==> src/design/rgpw_pkg.sv <==
// Package with the shared types and constants of the RSSI-gated pulse width capture block.
`timescale 1ns / 1ps

package rgpw_pkg;

	localparam int TIME_BITS_DEF = 20;
	localparam int WIDTH_BITS = 16;
	localparam int CFG_TIME_BITS = 20;
	localparam int COUNT_BITS = 16;
	localparam int RSSI_BITS = 9;
	localparam int CFG_INDEX_BITS = 3;
	localparam int CFG_DATA_BITS = 20;

	localparam logic [CFG_INDEX_BITS-1:0] REG_GATE_DBM = 3'd0;
	localparam logic [CFG_INDEX_BITS-1:0] REG_WINDOW_TICKS = 3'd1;
	localparam logic [CFG_INDEX_BITS-1:0] REG_PULSE_LIMIT = 3'd2;
	localparam logic [CFG_INDEX_BITS-1:0] REG_MIN_PULSE_TICKS = 3'd3;
	localparam logic [CFG_INDEX_BITS-1:0] REG_SETTLE_TICKS = 3'd4;

	localparam logic signed [RSSI_BITS-1:0] GATE_DBM_RST = -9'sd70;
	localparam logic [CFG_TIME_BITS-1:0] WINDOW_TICKS_RST = 20'd400000;
	localparam logic [COUNT_BITS-1:0] PULSE_LIMIT_RST = 16'd1000;
	localparam logic [WIDTH_BITS-1:0] MIN_PULSE_TICKS_RST = 16'd80;
	localparam logic [CFG_TIME_BITS-1:0] SETTLE_TICKS_RST = 20'd50000;

	localparam logic [WIDTH_BITS-1:0] WIDTH_MAX = '1;

	localparam logic KIND_PULSE = 1'b0;
	localparam logic KIND_SUMMARY = 1'b1;

	typedef enum logic [1:0] {
		MODE_IDLE = 2'd0,
		MODE_CAPTURE = 2'd1,
		MODE_SETTLE = 2'd2
	} mode_t;

	typedef struct packed {
		logic signed [RSSI_BITS-1:0] gate_dbm;
		logic [CFG_TIME_BITS-1:0] window_ticks;
		logic [COUNT_BITS-1:0] pulse_limit;
		logic [WIDTH_BITS-1:0] min_pulse_ticks;
		logic [CFG_TIME_BITS-1:0] settle_ticks;
	} cfg_t;

	typedef struct packed {
		logic valid;
		logic kind;
		logic [WIDTH_BITS-1:0] pulse_width;
		logic [COUNT_BITS-1:0] frame_length;
		logic signed [RSSI_BITS-1:0] trigger_rssi;
		logic final_level;
	} res_t;

endpackage

==> src/design/rgpw_cfg.sv <==
// Configuration register file of the RSSI-gated pulse width capture block.
`timescale 1ns / 1ps

module rgpw_cfg (
	input logic clk,
	input logic arst_n,
	input logic cfg_we,
	input logic [rgpw_pkg::CFG_INDEX_BITS-1:0] cfg_index,
	input logic [rgpw_pkg::CFG_DATA_BITS-1:0] cfg_data,
	output rgpw_pkg::cfg_t cfg
);
	import rgpw_pkg::*;

	cfg_t cfg_q;

	always_ff @(posedge clk or negedge arst_n) begin
		if (!arst_n) begin
			cfg_q.gate_dbm <= GATE_DBM_RST;
			cfg_q.window_ticks <= WINDOW_TICKS_RST;
			cfg_q.pulse_limit <= PULSE_LIMIT_RST;
			cfg_q.min_pulse_ticks <= MIN_PULSE_TICKS_RST;
			cfg_q.settle_ticks <= SETTLE_TICKS_RST;
		end else if (cfg_we) begin
			case (cfg_index)
				REG_GATE_DBM: cfg_q.gate_dbm <= $signed(cfg_data[RSSI_BITS-1:0]);
				REG_WINDOW_TICKS: cfg_q.window_ticks <= cfg_data[CFG_TIME_BITS-1:0];
				REG_PULSE_LIMIT: cfg_q.pulse_limit <= cfg_data[COUNT_BITS-1:0];
				REG_MIN_PULSE_TICKS: cfg_q.min_pulse_ticks <= cfg_data[WIDTH_BITS-1:0];
				REG_SETTLE_TICKS: cfg_q.settle_ticks <= cfg_data[CFG_TIME_BITS-1:0];
				default: ;
			endcase
		end
	end

	assign cfg = cfg_q;

endmodule

==> src/design/rgpw_core.sv <==
// Frame state machine, tick counters and result formation of the pulse width capture.
`timescale 1ns / 1ps

module rgpw_core #(
	parameter int TIME_BITS = rgpw_pkg::TIME_BITS_DEF
) (
	input logic clk,
	input logic arst_n,
	input rgpw_pkg::cfg_t cfg,
	input logic step,
	input logic line_level,
	input logic signed [rgpw_pkg::RSSI_BITS-1:0] rssi_dbm,
	output rgpw_pkg::res_t res
);
	import rgpw_pkg::*;

	localparam int CW = (TIME_BITS > CFG_TIME_BITS) ? TIME_BITS : CFG_TIME_BITS;
	localparam int DW = (TIME_BITS > WIDTH_BITS) ? TIME_BITS : WIDTH_BITS;
	localparam logic [TIME_BITS-1:0] TIME_MAX = '1;

	mode_t mode_q, mode_d;
	logic [TIME_BITS-1:0] elapsed_q, elapsed_d;
	logic [TIME_BITS-1:0] since_q, since_d;
	logic prev_level_q, prev_level_d;
	logic [COUNT_BITS-1:0] count_q, count_d;
	logic signed [RSSI_BITS-1:0] latched_rssi_q, latched_rssi_d;
	logic [CFG_TIME_BITS-1:0] settle_q, settle_d;

	logic frame_end;
	logic start;
	logic edge_seen;
	logic keep_pulse;
	logic [TIME_BITS-1:0] elapsed_inc;
	logic [TIME_BITS-1:0] since_inc;
	logic [DW-1:0] delta_ext;
	logic [CFG_TIME_BITS-1:0] settle_dec;

	assign frame_end = (CW'(elapsed_q) >= CW'(cfg.window_ticks)) || (count_q >= cfg.pulse_limit);
	assign start = $signed(rssi_dbm) > $signed(cfg.gate_dbm);
	assign elapsed_inc = (elapsed_q == TIME_MAX) ? elapsed_q : elapsed_q + 1'b1;
	assign since_inc = (since_q == TIME_MAX) ? since_q : since_q + 1'b1;
	assign edge_seen = line_level != prev_level_q;
	assign delta_ext = DW'(since_inc);
	assign keep_pulse = edge_seen && (delta_ext > DW'(cfg.min_pulse_ticks));
	assign settle_dec = (settle_q != '0) ? settle_q - 1'b1 : settle_q;

	always_comb begin
		mode_d = mode_q;
		case (mode_q)
			MODE_CAPTURE: begin
				if (frame_end) begin
					mode_d = (cfg.settle_ticks == '0) ? MODE_IDLE : MODE_SETTLE;
				end
			end
			MODE_SETTLE: begin
				if (settle_dec == '0) begin
					mode_d = MODE_IDLE;
				end
			end
			default: begin
				mode_d = start ? MODE_CAPTURE : MODE_IDLE;
			end
		endcase
	end

	always_comb begin
		elapsed_d = elapsed_q;
		since_d = since_q;
		prev_level_d = prev_level_q;
		count_d = count_q;
		latched_rssi_d = latched_rssi_q;
		settle_d = settle_q;
		res.valid = 1'b0;
		res.kind = KIND_PULSE;
		res.pulse_width = '0;
		res.frame_length = '0;
		res.trigger_rssi = latched_rssi_q;
		res.final_level = prev_level_q;
		case (mode_q)
			MODE_CAPTURE: begin
				if (frame_end) begin
					res.valid = 1'b1;
					res.kind = KIND_SUMMARY;
					res.frame_length = count_q;
					settle_d = cfg.settle_ticks;
				end else begin
					elapsed_d = elapsed_inc;
					since_d = since_inc;
					if (edge_seen) begin
						since_d = '0;
						prev_level_d = line_level;
					end
					if (keep_pulse) begin
						count_d = count_q + 1'b1;
						res.valid = 1'b1;
						res.pulse_width = (delta_ext > DW'(WIDTH_MAX)) ? WIDTH_MAX
							: delta_ext[WIDTH_BITS-1:0];
						res.final_level = line_level;
					end
				end
			end
			MODE_SETTLE: begin
				settle_d = settle_dec;
			end
			default: begin
				if (start) begin
					latched_rssi_d = rssi_dbm;
					prev_level_d = line_level;
					elapsed_d = '0;
					since_d = '0;
					count_d = '0;
				end
			end
		endcase
	end

	always_ff @(posedge clk or negedge arst_n) begin
		if (!arst_n) begin
			mode_q <= MODE_IDLE;
			elapsed_q <= '0;
			since_q <= '0;
			prev_level_q <= 1'b0;
			count_q <= '0;
			latched_rssi_q <= '0;
			settle_q <= '0;
		end else if (step) begin
			mode_q <= mode_d;
			elapsed_q <= elapsed_d;
			since_q <= since_d;
			prev_level_q <= prev_level_d;
			count_q <= count_d;
			latched_rssi_q <= latched_rssi_d;
			settle_q <= settle_d;
		end
	end

endmodule

==> src/design/rssi_gated_pulse_width_capture.sv <==
// Top level of the RSSI-gated pulse width capture block.
//
//   channel  direction  words                     handshake
//   s_axis   in         one tick: level, RSSI     tvalid / tready
//   m_axis   out        pulse width or summary    tvalid / tready
//   cfg      in         register write            cfg_we, no stall
//
// A tick word is taken into an input register and handled once the output register is empty
// or being read; the frame state and counters then update and any result is loaded into the
// output register, from which it is presented on m_axis. One word per cycle is sustained while
// m_axis is not stalled. The input stage advances whenever the output register is empty or being
// read, so a stalled output holds back the core and the input side. Reset clears the core state
// and the valid flags and loads the register defaults; the block accepts words as soon as reset ends.
`timescale 1ns / 1ps

module rssi_gated_pulse_width_capture #(
	parameter int TIME_BITS = rgpw_pkg::TIME_BITS_DEF
) (
	input logic clk,
	input logic arst_n,
	input logic s_axis_tvalid,
	output logic s_axis_tready,
	input logic [15:0] s_axis_tdata, // line_level, rssi_dbm, zero fill
	output logic m_axis_tvalid,
	input logic m_axis_tready,
	output logic [47:0] m_axis_tdata, // pulse_width, frame_length, trigger_rssi, final_level, zero fill
	output logic m_axis_tuser, // kind
	input logic cfg_we,
	input logic [rgpw_pkg::CFG_INDEX_BITS-1:0] cfg_index,
	input logic [rgpw_pkg::CFG_DATA_BITS-1:0] cfg_data
);
	import rgpw_pkg::*;

	cfg_t cfg;
	res_t res;

	logic valid_s1;
	logic level_s1;
	logic signed [RSSI_BITS-1:0] rssi_s1;
	logic advance;

	logic out_valid_q;
	logic kind_q;
	logic [WIDTH_BITS-1:0] width_q;
	logic [COUNT_BITS-1:0] length_q;
	logic signed [RSSI_BITS-1:0] rssi_q;
	logic level_q;

	assign advance = valid_s1 && (!out_valid_q || m_axis_tready);
	assign s_axis_tready = !valid_s1 || advance;

	rgpw_cfg u_cfg (
		.clk(clk),
		.arst_n(arst_n),
		.cfg_we(cfg_we),
		.cfg_index(cfg_index),
		.cfg_data(cfg_data),
		.cfg(cfg)
	);

	rgpw_core #(
		.TIME_BITS(TIME_BITS)
	) u_core (
		.clk(clk),
		.arst_n(arst_n),
		.cfg(cfg),
		.step(advance),
		.line_level(level_s1),
		.rssi_dbm(rssi_s1),
		.res(res)
	);

	always_ff @(posedge clk or negedge arst_n) begin
		if (!arst_n) begin
			valid_s1 <= 1'b0;
		end else if (s_axis_tready) begin
			valid_s1 <= s_axis_tvalid;
		end
	end

	always_ff @(posedge clk) begin
		if (s_axis_tready && s_axis_tvalid) begin
			level_s1 <= s_axis_tdata[0];
			rssi_s1 <= $signed(s_axis_tdata[RSSI_BITS:1]);
		end
	end

	always_ff @(posedge clk or negedge arst_n) begin
		if (!arst_n) begin
			out_valid_q <= 1'b0;
		end else if (advance) begin
			out_valid_q <= res.valid;
		end else if (m_axis_tready) begin
			out_valid_q <= 1'b0;
		end
	end

	always_ff @(posedge clk) begin
		if (advance && res.valid) begin
			kind_q <= res.kind;
			width_q <= res.pulse_width;
			length_q <= res.frame_length;
			rssi_q <= res.trigger_rssi;
			level_q <= res.final_level;
		end
	end

	assign m_axis_tvalid = out_valid_q;
	assign m_axis_tuser = kind_q;
	assign m_axis_tdata = {6'd0, level_q, rssi_q, length_q, width_q};

endmodule
==> config.mk <==
export PLATFORM = sky130hd
export DESIGN_NAME = rssi_gated_pulse_width_capture
export DESIGN_NICKNAME = d
export VERILOG_FILES = /design/src/design/rgpw_pkg.sv /design/src/design/rgpw_cfg.sv /design/src/design/rgpw_core.sv /design/src/design/rssi_gated_pulse_width_capture.sv
export SDC_FILE = /design/constraint.sdc
export NUM_CORES = 1
export LEC_CHECK = 0
export ABC_AREA = 0
export BUFFER_PORTS_ARGS = -buffer_cell sky130_fd_sc_hd__buf_4
export CAP_MARGIN = 0
export CORE_MARGIN = 2
export CORE_UTILIZATION = 40
export CTS_CLUSTER_SIZE = 24
export DETAILED_ROUTE_END_ITERATION = 10
export GPL_TIMING_DRIVEN = 0
export PLACE_DENSITY = 0.66
export SLEW_MARGIN = 10
export SYNTH_ARGS = -nofsm -noshare
export SYNTH_HDL_FRONTEND = slang
export SYNTH_SLANG_ARGS = --single-unit
==> constraint.sdc <==
create_clock -name clk -period 14.05 [get_ports clk]
set_clock_uncertainty 0.2 [all_clocks]
set_input_delay 0.7025 -clock clk [delete_from_list [all_inputs] [get_ports clk]]
set_output_delay 0.7025 -clock clk [all_outputs]
set_load 0.1 [all_outputs]
* Word-level counts from Yosys, hierarchy flattened *
Index checks and enable logic that the tools add are counted.

word-level totals
  bits in registers = 224
  output and inout port bits = 51
  input port bits = 44
  memories kept = 0
  latch bits = 0
  memory bits (read-only) = 0
  word-level logic and storage cells = 117
  RAM bits = 0

operators by class
  magnitude comparators = 5
  bitwise gates (word level) = 4
  multipliers = 0
  add/subtract/negate cells = 4
  divide/modulo/power cells = 0
  reductions and logical operators = 31
  mux-type cells = 37
  equal/unequal tests = 15
  shifts and indexed selects = 0

operators by type and width
  cell                   number
  $mux 20                8
  $pmux 20 s2            3
  $mux 16                7
  $add 20x1->20 const B  2
  $eq 20x20->1 const B   2
  $logic_not 20->1       2
  $mux 34                1
  $pmux 16 s2            1
  $ge 20x20->1           1
  $gt 20x16->1           1
  $gt 20x16->1 const B   1
  $reduce_bool 20->1     1
  $sub 20x1->20 const B  1
  $add 16x1->16 const B  1
  $ge 16x16->1           1
  $reduce_and 5->1       3
  $mux 1                 12
  $reduce_and 2->1       6
  $gt 9x9->1             1
  $reduce_and 3->1       3
  $ne 2x1->1 const B     4
  $eq 3x2->1 const B     2
  $mux 2                 3
  $reduce_bool 2->1      3
  16 further kinds       26

* Longest topological paths before layout *
  depth after elaboration = 8
  depth in mapped cells = 22

* Cells and area by module *
From an unflattened synthesis, not the netlist that was laid out.

second synthesis, totals
  cell total of the unflattened synthesis = 1,182
  area total of the unflattened synthesis = 12,436.9 µm²

by module, submodules not included
  module                          times used  area each (µm²)  cells each
  rgpw_core                       1           7,593.5          937
  rgpw_cfg                        1           3,086.7          174
  rssi_gated_pulse_width_capture  1           1,756.7          71

* Worst setup path after synthesis *
No wires, ideal clock.

  kind = register -> register
  start = register u_core.since_q[7]
  end = register length_q[0] (enable)
  arrival time = 6.494 ns
  setup slack = 6.846 ns
  path buffers = 3
  cell stages (with the launch flop) = 18
  library setup time = 0.510 ns
  cell sequence = dfrtp_1 -> buf_2 -> nand4_4 -> or2_2 -> or4_1 -> buf_2 -> and4_1 -> buf_6 -> nand2_2 -> nor2_1 -> xnor2_1 -> inv_1 -> ha_1 -> nand4_1 -> a211oi_1 -> o31a_1 -> o21bai_4 -> a211oi_1

between the ends
  longest elaborated chain between the ends = 8

ends and longest elaborated chain
  what                                                  RTL line                               RTL
  from (decl)                                           rgpw_core.sv:23                        logic [TIME_BITS-1:0] since_q, since_d;
  from (signal assigned)                                rgpw_core.sv:129                       since_q <= since_d;
  $add 20x1->20 / $eq 20x20->1 (equally long branches)  rgpw_core.sv:41                        assign since_inc = (since_q == TIME_MAX) ? since_q : since_q + 1'b1;
  $mux 20 (*)                                           rgpw_core.sv:41
  $gt 20x16->1 (*)                                      rgpw_core.sv:44                        assign keep_pulse = edge_seen && (delta_ext > DW'(cfg.min_pulse_ticks));
  $logic_and 1x1->1 (*)                                 rgpw_core.sv:44
  $mux 1 (*)                                            rgpw_core.sv:93                        if (keep_pulse) begin
  $mux 1 (*)                                            rgpw_core.sv:81                        if (frame_end) begin
  $mux 34 (*)                                           rgpw_core.sv:79                        case (mode_q)
  $logic_and 1x1->1 (*)                                 rssi_gated_pulse_width_capture.sv:99   if (advance && res.valid) begin
  to (signal assigned)                                  rssi_gated_pulse_width_capture.sv:102  length_q <= res.frame_length;
  to (decl)                                             rssi_gated_pulse_width_capture.sv:45   logic [COUNT_BITS-1:0] length_q;

Mark *: on every way between the ends. The rest lies on a longest branch, timed or not.
A chain may end at the register's enable or synchronous reset.

* Worst setup path in the final report *
  start = register u_core.since_q[3]
  end = register width_q[3], data pin

between the ends
  longest elaborated chain between the ends = 6

ends and longest elaborated chain
  what                                                  RTL line                               RTL
  $add 20x1->20 / $eq 20x20->1 (equally long branches)  rgpw_core.sv:41
  $mux 20 (*)                                           rgpw_core.sv:41
  $gt 20x16->1                                          rgpw_core.sv:44
  $logic_and 1x1->1                                     rgpw_core.sv:44
  $not 1->1 (no source line)                            n/a
  $reduce_or 3->1 (no source line)                      n/a
  to (signal assigned)                                  rssi_gated_pulse_width_capture.sv:101  width_q <= res.pulse_width;
  to (decl)                                             rssi_gated_pulse_width_capture.sv:44   logic [WIDTH_BITS-1:0] width_q;

Marks and branches as above.

==> run summary <==
Outcome = completed
Worst slew margin = 0.308
Via density = 5.57
Die Y = 177 um
Cell with the most instances after synthesis = dfrtp_1
F_max = 177 MHz
Crit Path Class = register to register
Final setup violation count = 0
Mean Syn Cell Area = 9.95 um^2
Post-synthesis compound-gate area fraction = 0.136
Die width = 177 um
HP Class = primary input to register
WP buf/inv = 7
CP arrival = 5710 ps
Async set-or-reset flop fraction in the synthesized netlist = 0.763
Slew @ Worst Pin = 1030 ps
Post-Synth Adder-Cell Area = 0.0710
Post-Syn Instances = 1205
PD cells = 148 nW/um^2
Synth warn = 0
Logic pwr share = 0.254
CTS tree = done
Post-DP HPWL = 23.1 mm
Root Driver = clkbuf_16
Slowest cell on crit path = or4_1
Cell row count = 63
Synth Area in Simple Gates = 0.182
Initial core utilization = 0.406
Sw frac = 0.332
Sequential fraction of the synthesis area = 0.492
Final period utilization = 0.402
Starting DRT DRC Count = 835
Worst hold margin = 136 ps
Multiplexer area fraction after synthesis = 0.0511
# DRC = 0
Max Slew Vio Count = 0
Drt wl/cell = 18.4 um
WP data required = 14110 ps
RSZ-0062 raised after global routing = false
Area after DPL = 13200 um^2
Clk slew on worst S/H paths = 60 ps
Most frequent CP cell = clkbuf_1
Switch Pwr = 0.695 mW
Leak Pwr = 6.07 nW
Synth top area cells = dfrtp_1 (30%), edfxtp_1 (13%), ha_1 (7.1%)
CP Capture Type = register
Worst setup margin = 8410 ps
Count of different cell masters after synthesis = 72
Clock Latency Late Sink = 550 ps
Core Footprint = 29600 um^2
Worst-path fanout max = 10
Clk sinks = 224
Most frequently used flop master after synthesis = dfrtp_1
Min Tclk post-route = 5640 ps
Final wirelength = 31.8 mm
Largest family of logic cells by synthesized area = simple AND/OR/NAND/NOR gates
XOR/XNOR Fraction of Synth Area = 0.0161
CTS max path bufs = 3
CTS buffer count = 26
Dominant cell type by area after synthesis = dfrtp_1
GRT Total Usage = 0.206
First-pass GRT wire length = 51.1 mm
Vias = 9667
Largest net degree at the start of global routing = 109
Max-Cap Viols = 0
DP Worst Slack = 8480 ps
Fin nets = 1437
Launching element type of the critical path = register
H-tree depth = 1
VDD IR-drop max = 116 uV
Flops & latches, synth = 224
Synth Cell Area = 12000 um^2
Cells along the critical path = buf_2 -> and4_1 -> clkbuf_1 -> nand2_1 -> or4_1 -> buf_2 -> and4_1 -> buf_6 -> nand4_1 -> xor2_1 -> inv_1 -> ha_1 -> a211o_1 -> a21oi_1 -> o211ai_1 -> o31a_1 -> o21bai_4 -> or2_2 -> clkbuf_1 -> clkbuf_1 -> nor2_1
DR pass1 iterations = 6
Layout area overhead = 17.8%
Post-synth EDFFs = 53
Number of buffers added on ports = 82
Placer Congestion = 0.887
Hold Violations, Final = 0
Internal = 1.40 mW
Post-synth top area share = 0.303
Setup_tns = 0 ps
Largest delay contributor family on the critical path = buffers and inverters
Clock share of power = 0.336
Fin area = 14100 um^2
Die Area = 31400 um^2
Number of global-route vias before repair = 9465
Flop pwr share = 0.410
Biggest cell delay along the critical path = 460 ps
Top cells by count, synth = dfrtp_1 (145), nand2_1 (105), o21ai_0 (103)
Initial antenna violation count = 0
Layout cells sized above 1 = 0.177
# diodes = 0
I/O pins = 95
Post-DRT Antenna Nets = 0
GRT Residual Overflow = 0
==> cells by family (layout without fill, tap and decap cells) <==
group,count (synthesis),in the layout
and+or+nand+nor,415,415
AOI/OAI and AO/OA,265,265
DFF,224,224
buffers and inverters,155,290
adders and majority gates,68,68
muxes,55,55
xor gates and xnor gates,22,22
other,1,6
==> final timing paths <==
check / from / to / slack [ps] / cells after the start
setup / recovery: u_core.since_q[3] / width_q[3] / 8410 / 21
hold / removal: s_axis_tdata[8] / rssi_s1[7] / 140 / 1
setup reg to reg: u_core.since_q[3] / width_q[3] / 8410 / 21
hold reg to reg: u_core.latched_rssi_q[8] / rssi_q[8] / 240 / 0
max in group asynchronous: arst_n / u_core.since_q[3] / 12190 / 3
min in group asynchronous: arst_n / u_core.settle_q[17] / 500 / 2
==> layout by cell type, fill, tap and decap left out, types with 7 or more instances in the layout <==
cell type / instances
o31ai_1: 15
dfstp_2: 26
nor4_1: 23
ha_1: 68
nand2_1: 105
or3_1: 22
a31oi_1: 7
a21o_1: 9
nor2_1: 69
nor2b_1: 11
a211oi_1: 10
and2_1: 23
o211ai_1: 10
clkbuf_1: 54
nor3_1: 22
edfxtp_1: 53
nand3_1: 48
nand4_1: 29
and3_1: 16
or2_2: 7
xnor2_1: 14
o21ai_0: 103
or4_1: 7
clkbuf_16: 27
dfrtp_1: 145
a21oi_1: 64
inv_1: 89
nand2b_1: 10
buf_4: 88
mux2_2: 50
xor2_1: 8
==> power by group through the flow <==
stage / clock network, mW / registers [mW] / logic, mW
2_1_floorplan: 0 / 0.841 / 0.374
4_1_cts: 0.713 / 0.855 / 0.530
3_5_place_dp: 0 / 0.866 / 0.526
3_3_place_gp: 0 / 0.862 / 0.509
6_report: 0.703 / 0.857 / 0.531
5_1_grt: 0.739 / 0.870 / 0.594
==> layer usage <==
metal | routed length (um) | track usage | vias to the layer above
met5 | 0 | 0 | -
met4 | 997 | 0.0675 | 0
met3 | 2240 | 0.0399 | 69
met2 | 14800 | 0.335 | 312
met1 | 13800 | 0.275 | 4724
li1 | - | - | 4562
==> sequential cells by signal, summed over array words and instances (netlist names), 2 cells and up <==
register and flops:
rssi_q 9, u_core.settle_q 20, u_core.since_q 20, u_cfg.cfg 81, rssi_s1 9, u_core.latched_rssi_q 9
u_core.count_q 16, u_core.elapsed_q 20, length_q 16, u_core.mode_q 2, width_q 16
==> through the flow <==
step | instances | utilization | power, mW
finish | 1735 | 0.478 | 2.09
global route | 1735 | 0.478 | 2.20
CTS | 1735 | 0.478 | 2.10
detailed placement | 1686 | 0.447 | 1.39
global placement | 1682 | 0.444 | 1.37
floorplan | 1210 | - | 1.22
==> cell type report <==
type | count | area (um^2)
repair buffers | 87 | 706
clock buffers | 36 | 769
inverters | 89 | 334
clock inverters | 12 | 133
flip-flops and latches | 224 | 5900
well taps | 390 | 488
plain buffers | 66 | 288
fillers | 2826 | 15400
multi-input cells | 831 | 5500
==> timing repair <==
item / in CTS / in global routing
setup buffers: 0 / 0
gates resized for setup: 0 / 0
hold buffers: 1 / 0
hold endpoints to repair: 57 / 0
No activity file was read; power rests on OpenSTA's default activity.
